**config.mk**
```make
export PLATFORM = sky130hd
export DESIGN_NAME = terminal_temperature_linearizer_top
export DESIGN_NICKNAME = d
export VERILOG_FILES = /design/src/rtl/core/ttl_pkg.sv /design/src/rtl/core/ttl_div.sv /design/src/rtl/core/terminal_temperature_linearizer_top.sv
export SDC_FILE = /design/constraint.sdc
export NUM_CORES = 1
export LEC_CHECK = 0
export BUFFER_PORTS_ARGS = -buffer_cell sky130_fd_sc_hd__buf_4
export CORE_MARGIN = 4
export CORE_UTILIZATION = 35
export DETAILED_ROUTE_END_ITERATION = 8
export HOLD_SLACK_MARGIN = 0.02
export PLACE_DENSITY = 0.49
export RECOVER_POWER = 25
export SYNTH_ARGS = -nofsm -noshare
export SYNTH_HDL_FRONTEND = slang
export SYNTH_SLANG_ARGS = --single-unit
```
**constraint.sdc**
```tcl
create_clock -name i_clk -period 12 [get_ports i_clk]
set_clock_uncertainty 0.15 [all_clocks]
set_input_delay 0.6 -clock i_clk [delete_from_list [all_inputs] [get_ports i_clk]]
set_output_delay 0.6 -clock i_clk [all_outputs]
set_load 0.05 [all_outputs]
```
**src/rtl/core/ttl_pkg.sv**
```systemverilog
`default_nettype none

package ttl_pkg;

    localparam int IN_W         = 18;
    localparam int OUT_W        = 19;
    localparam int A_W          = 19;
    localparam int REM_W        = 18;
    localparam int X_W          = 17;
    localparam int NUM_W        = 26;
    localparam int DEN_W        = 10;
    localparam int TAB_IDX_W    = 6;

    localparam int SEGMENTS_DEF = 18;
    localparam int ZERO_SHIFT   = 2280;
    localparam int TABLE_SPAN   = 11013;
    localparam int STEP_TEMP    = 500;
    localparam int SPAN_TEMP    = 9000;
    localparam int ORIGIN_TEMP  = 2000;

    typedef struct packed {
        logic             start;
        logic [NUM_W-1:0] num;
        logic [DEN_W-1:0] den;
    } t_div_req;

    typedef struct packed {
        logic             busy;
        logic             done;
        logic [NUM_W-1:0] quot;
    } t_div_rsp;

    function automatic logic [DEN_W-1:0] step_width(input logic [TAB_IDX_W-1:0] idx);
        logic [DEN_W-1:0] w;
        case (idx)
            6'd0:    w = 10'd481;
            6'd1:    w = 10'd544;
            6'd2:    w = 10'd601;
            6'd3:    w = 10'd655;
            6'd4:    w = 10'd704;
            6'd5:    w = 10'd735;
            6'd6:    w = 10'd751;
            6'd7:    w = 10'd756;
            6'd8:    w = 10'd747;
            6'd9:    w = 10'd726;
            6'd10:   w = 10'd695;
            6'd11:   w = 10'd656;
            6'd12:   w = 10'd613;
            6'd13:   w = 10'd566;
            6'd14:   w = 10'd518;
            6'd15:   w = 10'd471;
            6'd16:   w = 10'd419;
            6'd17:   w = 10'd375;
            default: w = '0;
        endcase
        return w;
    endfunction

endpackage

`default_nettype wire

```
**src/rtl/core/ttl_div.sv**
```systemverilog
`default_nettype none

module ttl_div (
    input  wire logic              i_clk,
    input  wire logic              i_rst_n,
    input  wire ttl_pkg::t_div_req i_req,
    output ttl_pkg::t_div_rsp      o_rsp
);

    localparam int NW    = ttl_pkg::NUM_W;
    localparam int DW    = ttl_pkg::DEN_W;
    localparam int CNT_W = $clog2(NW + 1);

    logic             r_busy;
    logic             r_done;
    logic [CNT_W-1:0] r_cnt;
    logic [NW-1:0]    r_num;
    logic [DW-1:0]    r_rem;
    logic [DW-1:0]    r_den;

    logic [DW:0]      w_trial;
    logic             w_qbit;
    logic [DW-1:0]    w_rem_nx;

    always_comb begin
        w_trial  = {r_rem, r_num[NW-1]};
        w_qbit   = (w_trial >= {1'b0, r_den});
        w_rem_nx = w_qbit ? DW'(w_trial - {1'b0, r_den}) : w_trial[DW-1:0];
    end

    always_ff @(posedge i_clk) begin
        if (!i_rst_n) begin
            r_busy <= 1'b0;
            r_done <= 1'b0;
            r_cnt  <= '0;
        end else begin
            if (i_req.start) begin
                r_busy <= 1'b1;
                r_done <= 1'b0;
                r_cnt  <= '0;
            end else if (r_busy) begin
                r_cnt <= r_cnt + CNT_W'(1);
                if (r_cnt == CNT_W'(NW - 1)) begin
                    r_busy <= 1'b0;
                    r_done <= 1'b1;
                end else begin
                    r_done <= 1'b0;
                end
            end else begin
                r_done <= 1'b0;
            end
        end
    end

    always_ff @(posedge i_clk) begin
        if (i_req.start) begin
            r_num <= i_req.num;
            r_den <= i_req.den;
            r_rem <= '0;
        end else if (r_busy) begin
            r_num <= {r_num[NW-2:0], w_qbit};
            r_rem <= w_rem_nx;
        end
    end

    assign o_rsp.busy = r_busy;
    assign o_rsp.done = r_done;
    assign o_rsp.quot = (r_den == '0) ? '0 : r_num;

endmodule

`default_nettype wire

```
**src/rtl/core/terminal_temperature_linearizer_top.sv**
```systemverilog
// Terminal temperature linearizer.
// Input channel: i_valid / o_stall carry one signed voltage count per item;
// an item is taken at a clock edge with i_valid high and o_stall low.
// Output channel: o_valid / i_stall carry one temperature in 0.01 degC per item.
// Each item walks the step table (one step per cycle), strips whole table
// spans (one per cycle) or, below the table, does neither, then runs a
// bit-serial division. One item is in work at a time; the next is accepted
// in the cycle after the result is loaded. The output register holds a
// result while the receiver stalls; a new item may be accepted and worked
// meanwhile, and waits at the end of its division until the output register
// is free.
// Reset empties the output register, returns the sequencer to idle and
// stops the divider; the working registers and the held temperature are
// not reset.
`default_nettype none

module terminal_temperature_linearizer_top #(
    parameter int SEGMENTS = ttl_pkg::SEGMENTS_DEF
) (
    input  wire logic                               i_clk,
    input  wire logic                               i_rst_n,
    input  wire logic                               i_valid,
    output logic                                    o_stall,
    input  wire logic signed [ttl_pkg::IN_W-1:0]    i_voltage_count,
    output logic                                    o_valid,
    input  wire logic                               i_stall,
    output logic signed [ttl_pkg::OUT_W-1:0]        o_temperature
);

    localparam int LAST  = SEGMENTS - 1;
    localparam int IDX_W = $clog2(SEGMENTS);
    localparam int TW    = ttl_pkg::TAB_IDX_W;
    localparam int AW    = ttl_pkg::A_W;
    localparam int RW    = ttl_pkg::REM_W;
    localparam int XW    = ttl_pkg::X_W;
    localparam int NW    = ttl_pkg::NUM_W;
    localparam int DW    = ttl_pkg::DEN_W;
    localparam int OW    = ttl_pkg::OUT_W;

    typedef enum logic [1:0] {
        S_IDLE,
        S_WALK,
        S_DIV,
        S_FIN
    } t_state;

    typedef enum logic [1:0] {
        M_BELOW,
        M_INSIDE,
        M_ABOVE
    } t_mode;

    t_state                  r_state;
    t_mode                   r_mode;
    logic [RW-1:0]           r_rem;
    logic [IDX_W-1:0]        r_idx;
    logic [OW-1:0]           r_base;
    logic                    r_neg;
    logic                    r_o_valid;
    logic [OW-1:0]           r_temp;

    logic signed [AW-1:0]    w_a;
    logic [DW-1:0]           w_cur;
    logic [DW-1:0]           w_first;
    logic [DW-1:0]           w_last;
    logic [XW-1:0]           w_x;
    logic [OW-1:0]           w_q;
    ttl_pkg::t_div_req       w_req;
    ttl_pkg::t_div_rsp       w_rsp;

    assign w_a     = AW'(ttl_pkg::ZERO_SHIFT) - AW'(i_voltage_count);
    assign w_cur   = ttl_pkg::step_width(TW'(r_idx));
    assign w_first = ttl_pkg::step_width('0);
    assign w_last  = ttl_pkg::step_width(TW'(LAST));
    assign w_x     = r_rem[XW-1:0];
    assign w_q     = w_rsp.quot[OW-1:0];

    always_comb begin
        w_req.start = 1'b0;
        w_req.den   = w_cur;
        w_req.num   = NW'(w_x) * NW'(ttl_pkg::STEP_TEMP);
        case (r_state)
            S_WALK: begin
                case (r_mode)
                    M_BELOW: begin
                        w_req.start = 1'b1;
                        w_req.den   = w_first;
                    end
                    M_ABOVE: begin
                        w_req.start = (r_rem < RW'(ttl_pkg::TABLE_SPAN));
                        w_req.den   = w_last;
                    end
                    M_INSIDE: begin
                        w_req.start = !((r_idx < IDX_W'(LAST)) && (r_rem > RW'(w_cur)));
                    end
                    default: begin
                        w_req.start = 1'b1;
                    end
                endcase
            end
            default: begin
                w_req.start = 1'b0;
            end
        endcase
    end

    ttl_div u_div (
        .i_clk   (i_clk),
        .i_rst_n (i_rst_n),
        .i_req   (w_req),
        .o_rsp   (w_rsp)
    );

    always_ff @(posedge i_clk) begin
        if (!i_rst_n) begin
            r_state   <= S_IDLE;
            r_o_valid <= 1'b0;
        end else begin
            if (r_state == S_FIN && (!r_o_valid || !i_stall)) begin
                r_o_valid <= 1'b1;
            end else if (!i_stall) begin
                r_o_valid <= 1'b0;
            end
            case (r_state)
                S_IDLE: begin
                    if (i_valid) begin
                        r_idx  <= '0;
                        r_base <= '0;
                        r_neg  <= w_a[AW-1];
                        if (w_a[AW-1]) begin
                            r_mode <= M_BELOW;
                            r_rem  <= RW'(-w_a);
                        end else if (w_a[RW-1:0] > RW'(ttl_pkg::TABLE_SPAN)) begin
                            r_mode <= M_ABOVE;
                            r_rem  <= w_a[RW-1:0];
                        end else begin
                            r_mode <= M_INSIDE;
                            r_rem  <= w_a[RW-1:0];
                        end
                        r_state <= S_WALK;
                    end
                end
                S_WALK: begin
                    if (w_req.start) begin
                        r_state <= S_DIV;
                    end else if (r_mode == M_ABOVE) begin
                        r_rem  <= r_rem - RW'(ttl_pkg::TABLE_SPAN);
                        r_base <= r_base + OW'(ttl_pkg::SPAN_TEMP);
                    end else begin
                        r_rem  <= r_rem - RW'(w_cur);
                        r_idx  <= r_idx + IDX_W'(1);
                        r_base <= r_base + OW'(ttl_pkg::STEP_TEMP);
                    end
                end
                S_DIV: begin
                    if (w_rsp.done) begin
                        r_state <= S_FIN;
                    end
                end
                S_FIN: begin
                    if (!r_o_valid || !i_stall) begin
                        r_temp    <= r_base + (r_neg ? (~w_q + OW'(1)) : w_q)
                                     - OW'(ttl_pkg::ORIGIN_TEMP);
                        r_state   <= S_IDLE;
                    end
                end
                default: begin
                    r_state <= S_IDLE;
                end
            endcase
        end
    end

    assign o_stall       = (r_state != S_IDLE);
    assign o_valid       = r_o_valid;
    assign o_temperature = r_temp;

    a_div_start_idle: assert property (@(posedge i_clk) disable iff (!i_rst_n)
        w_req.start |-> !w_rsp.busy)
        else $error("division started while busy");

    a_div_done_state: assert property (@(posedge i_clk) disable iff (!i_rst_n)
        w_rsp.done |-> (r_state == S_DIV))
        else $error("division finished outside the divide state");

    a_walk_in_span: assert property (@(posedge i_clk) disable iff (!i_rst_n)
        (r_state == S_WALK && r_mode == M_INSIDE) |-> (r_rem <= RW'(ttl_pkg::TABLE_SPAN)))
        else $error("table walk remainder beyond span");

    a_out_from_fin: assert property (@(posedge i_clk) disable iff (!i_rst_n)
        $rose(o_valid) |-> ($past(r_state) == S_FIN))
        else $error("result presented without finishing an item");

endmodule

`default_nettype wire
```
==> out/qor.txt <==
WS Path Type -> reg -> reg
Status -> finished with violations
Largest family of logic cells by synthesized area -> adder cells
Peak Freq -> 0.1853 GHz
CTS tree -> done
WP data required -> 12.15 ns
Synthesized area -> 12850 sq um
FF-to-FF path depth -> 14
Complex-gate fraction of the synthesized area -> 16.44%
Site Rows -> 69
Initial antenna violation count -> 1
GRT Overall Usage -> 15.95%
Die area -> 39860 sq um
Crit. End Element -> flip-flop
Clock Latency Late Sink -> 0.44 ns
Hold Crit Class -> in -> reg
Xor and xnor area share after synthesis -> 8.040%
Num Clock Sinks -> 128
CTS resizes -> 0
DRT Pass-1 Iters -> 5
Setup TNS -> 0 ns
Failing checks -> max-capacitance violations, max-slew violations
Nets@finish -> 1704
Multiplexer share of the synthesized area -> 1.567%
Setup slack after layout -> 6.605 ns
# fillers -> 3620
DRC errors left -> 0
Ys flop type -> edfxtp_1
Share of layout cells above drive strength 1 -> 5.533%
Worst EP arrival -> 5.54 ns
Vias per cell -> 5.146
Total number of H-tree levels -> 4
Max-Cap Viols -> 3
Clk slew on worst S/H paths -> 0.06 ns
CP startpoint -> r_state[1]$_SDFFE_PN0P_
Syn Inst Count -> 1446
Number of global-route vias before repair -> 9974
Max Root-Sink Buffers -> 2
Synthesis Warnings -> 0
Core area -> 35910 sq um
Dpl ws -> 6.766 ns
# setup viols final -> 0
Syn_nets -> 1681
Total Wirelength -> 31.23 mm
Starting Density -> 35.79%
N_diodes -> 0
Synth unique cells -> 82
Most common cell after layout, fill and taps aside -> inv_1
Post-DP HPWL -> 24.48 mm
Unrepaired setup endpoints after global routing -> false
DIE HEIGHT -> 199.6 microns
Async set or reset register ratio after synthesis -> 0%
Number of synthesized register bits -> 128
DRT antenna net count -> 0
Worst r2r src -> r_state[1]$_SDFFE_PN0P_
Hold Buf Count CTS -> 0
Fin crit share -> 44.96%
Final hold viol count -> 0
Largest net degree at the start of global routing -> 56
IO Port Bufs -> 42
Final min period -> 5.395 ns
# IOs -> 43
Setup Buffers After CTS -> 0
Slew Viols, Final -> 99
Avg WL per Cell -> 16.07 microns
Starting DRT DRC Count -> 589
First-pass GRT wire length -> 51.45 mm
R2r endpoint -> w_cur[2]$_DFF_P_
Seq/Total Area, Yosys -> 27.41%
Slew @ Worst Pin -> 2.017 ns
Clock Tree Root -> clkbuf_16
Syn avg cell area -> 8.890 sq um
Routability cong. -> 0.8436
Worst hold margin -> 0.2913 ns
Post-synthesis adder-cell area fraction -> 24.29%
P&R area growth vs syn -> 9.899%
Startpoint Class -> flip-flop
Commonest cells after routing, fill and taps aside -> inv_1, ha_1, nor2_1, nand2_1, edfxtp_1
Post-synth EDFFs -> 96
CP endpoint -> w_cur[2]$_DFF_P_
Max-slew headroom -> -34.47%
Detailed-route via count -> 9999
R2R Setup Slk -> 6.60 ns
Post-Synth Simple-Gate Area -> 15.77%
Global route total overflow -> 0
Worst Path Max Fanout -> 45
Width of the die -> 199.6 microns
CTS buffer count -> 17
-- layout make-up --
type	count	area, sq um	share of cell area (%)
Timing Repair Buffer	49	285.3	2.019
Clock inverter	10	93.84	0.6642
Multi-Input combinational cell	1106	8513	60.26
Tap cell	461	576.8	4.083
Sequential cell	128	3523	24.94
Clock buffer	22	506.7	3.587
Inverter	167	628.1	4.446
-- routing by layer --
layer	vias up	GRT usage, %	wire [microns]	share of wire [%]
met4	0	3.774	465	1.5
met1	4681	21.57	14990	48
met5	-	0	0	0
met2	176	26.82	14800	47
met3	24	2.630	978	3.1
li1	5118	-	-	-
-- synthesized netlist by cell type (all sizes together) (16+ instances only) --
cell      n  share of area [%]
a21oi    87                3.4
a31oi    29                1.5
and2     18               0.88
clkbuf   30               0.88
dfxtp    32                5.0
edfxtp   96                 22
fa       61                9.5
ha      152                 15
inv     164                4.8
mux2i    19                1.5
nand2   119                3.5
nand3    44                1.8
nand4    16               0.78
nor2    122                3.6
nor3     30                1.2
o21ai    97                3.8
xnor2    78                5.3
xor2     40                2.7
-- critical path: stages, from the launching register on --
cell	delay [ns]
dfxtp_1	0.38
inv_1	0.08
ha_1	0.17
clkbuf_1	0.76
inv_1	0.22
clkbuf_1	1.35
nand2_1	0.17
a21oi_2	0.46
mux2i_1	0.62
inv_1	0.18
ha_1	0.30
inv_1	0.08
a31oi_1	0.07
a21oi_1	0.18
o22ai_1	0.10
-- stage by stage --
stage	area, sq um	util [%]	std cells
2_1_floorplan	12850	-	1446
3_5_place_dp	13610	37.90	1911
4_1_cts	14210	39.57	1943
6_report	14130	39.34	1943
3_3_place_gp	13610	37.90	1911
5_1_grt	14130	39.34	1943
-- sequential cells by signal, summed over array words and instances (netlist names) --
signal	flops
o_temperature	19
o_valid	1
r_base	17
r_idx	5
r_mode	2
r_neg	1
r_rem	18
r_state	2
u_div.r_busy	1
u_div.r_cnt	5
u_div.r_den	10
u_div.r_done	1
u_div.r_num	26
u_div.r_rem	10
w_cur	10
-- cell families after synthesis --
kind of cell | after synthesis
AO/OA/AOI/OAI | 330
XOR/XNOR | 118
multiplexers | 20
buffers and inverters | 212
AND/OR/NAND/NOR | 425
adder cells (fa/ha/maj) | 213
flip-flops | 128
-- worst min path at each step --
stage | from | end | slack [ns] | cells past startpoint
final | i_rst_n | o_valid$_SDFFE_PN0P_ | 0.29 | 2
after global routing | i_rst_n | o_valid$_SDFFE_PN0P_ | 0.28 | 2
after CTS | i_rst_n | o_valid$_SDFFE_PN0P_ | 0.28 | 2
after detailed placement | u_div.r_rem[9]$_SDFFE_PN0P_ | u_div.r_rem[9]$_SDFFE_PN0P_ | 0.31 | 2
after global placement | u_div.r_rem[9]$_SDFFE_PN0P_ | u_div.r_rem[9]$_SDFFE_PN0P_ | 0.30 | 2
after floorplan | u_div.r_rem[9]$_SDFFE_PN0P_ | u_div.r_rem[9]$_SDFFE_PN0P_ | 0.29 | 2
Power is not shown: default switching activity piles up to over one toggle a cycle in this logic, so the estimate is an artifact.
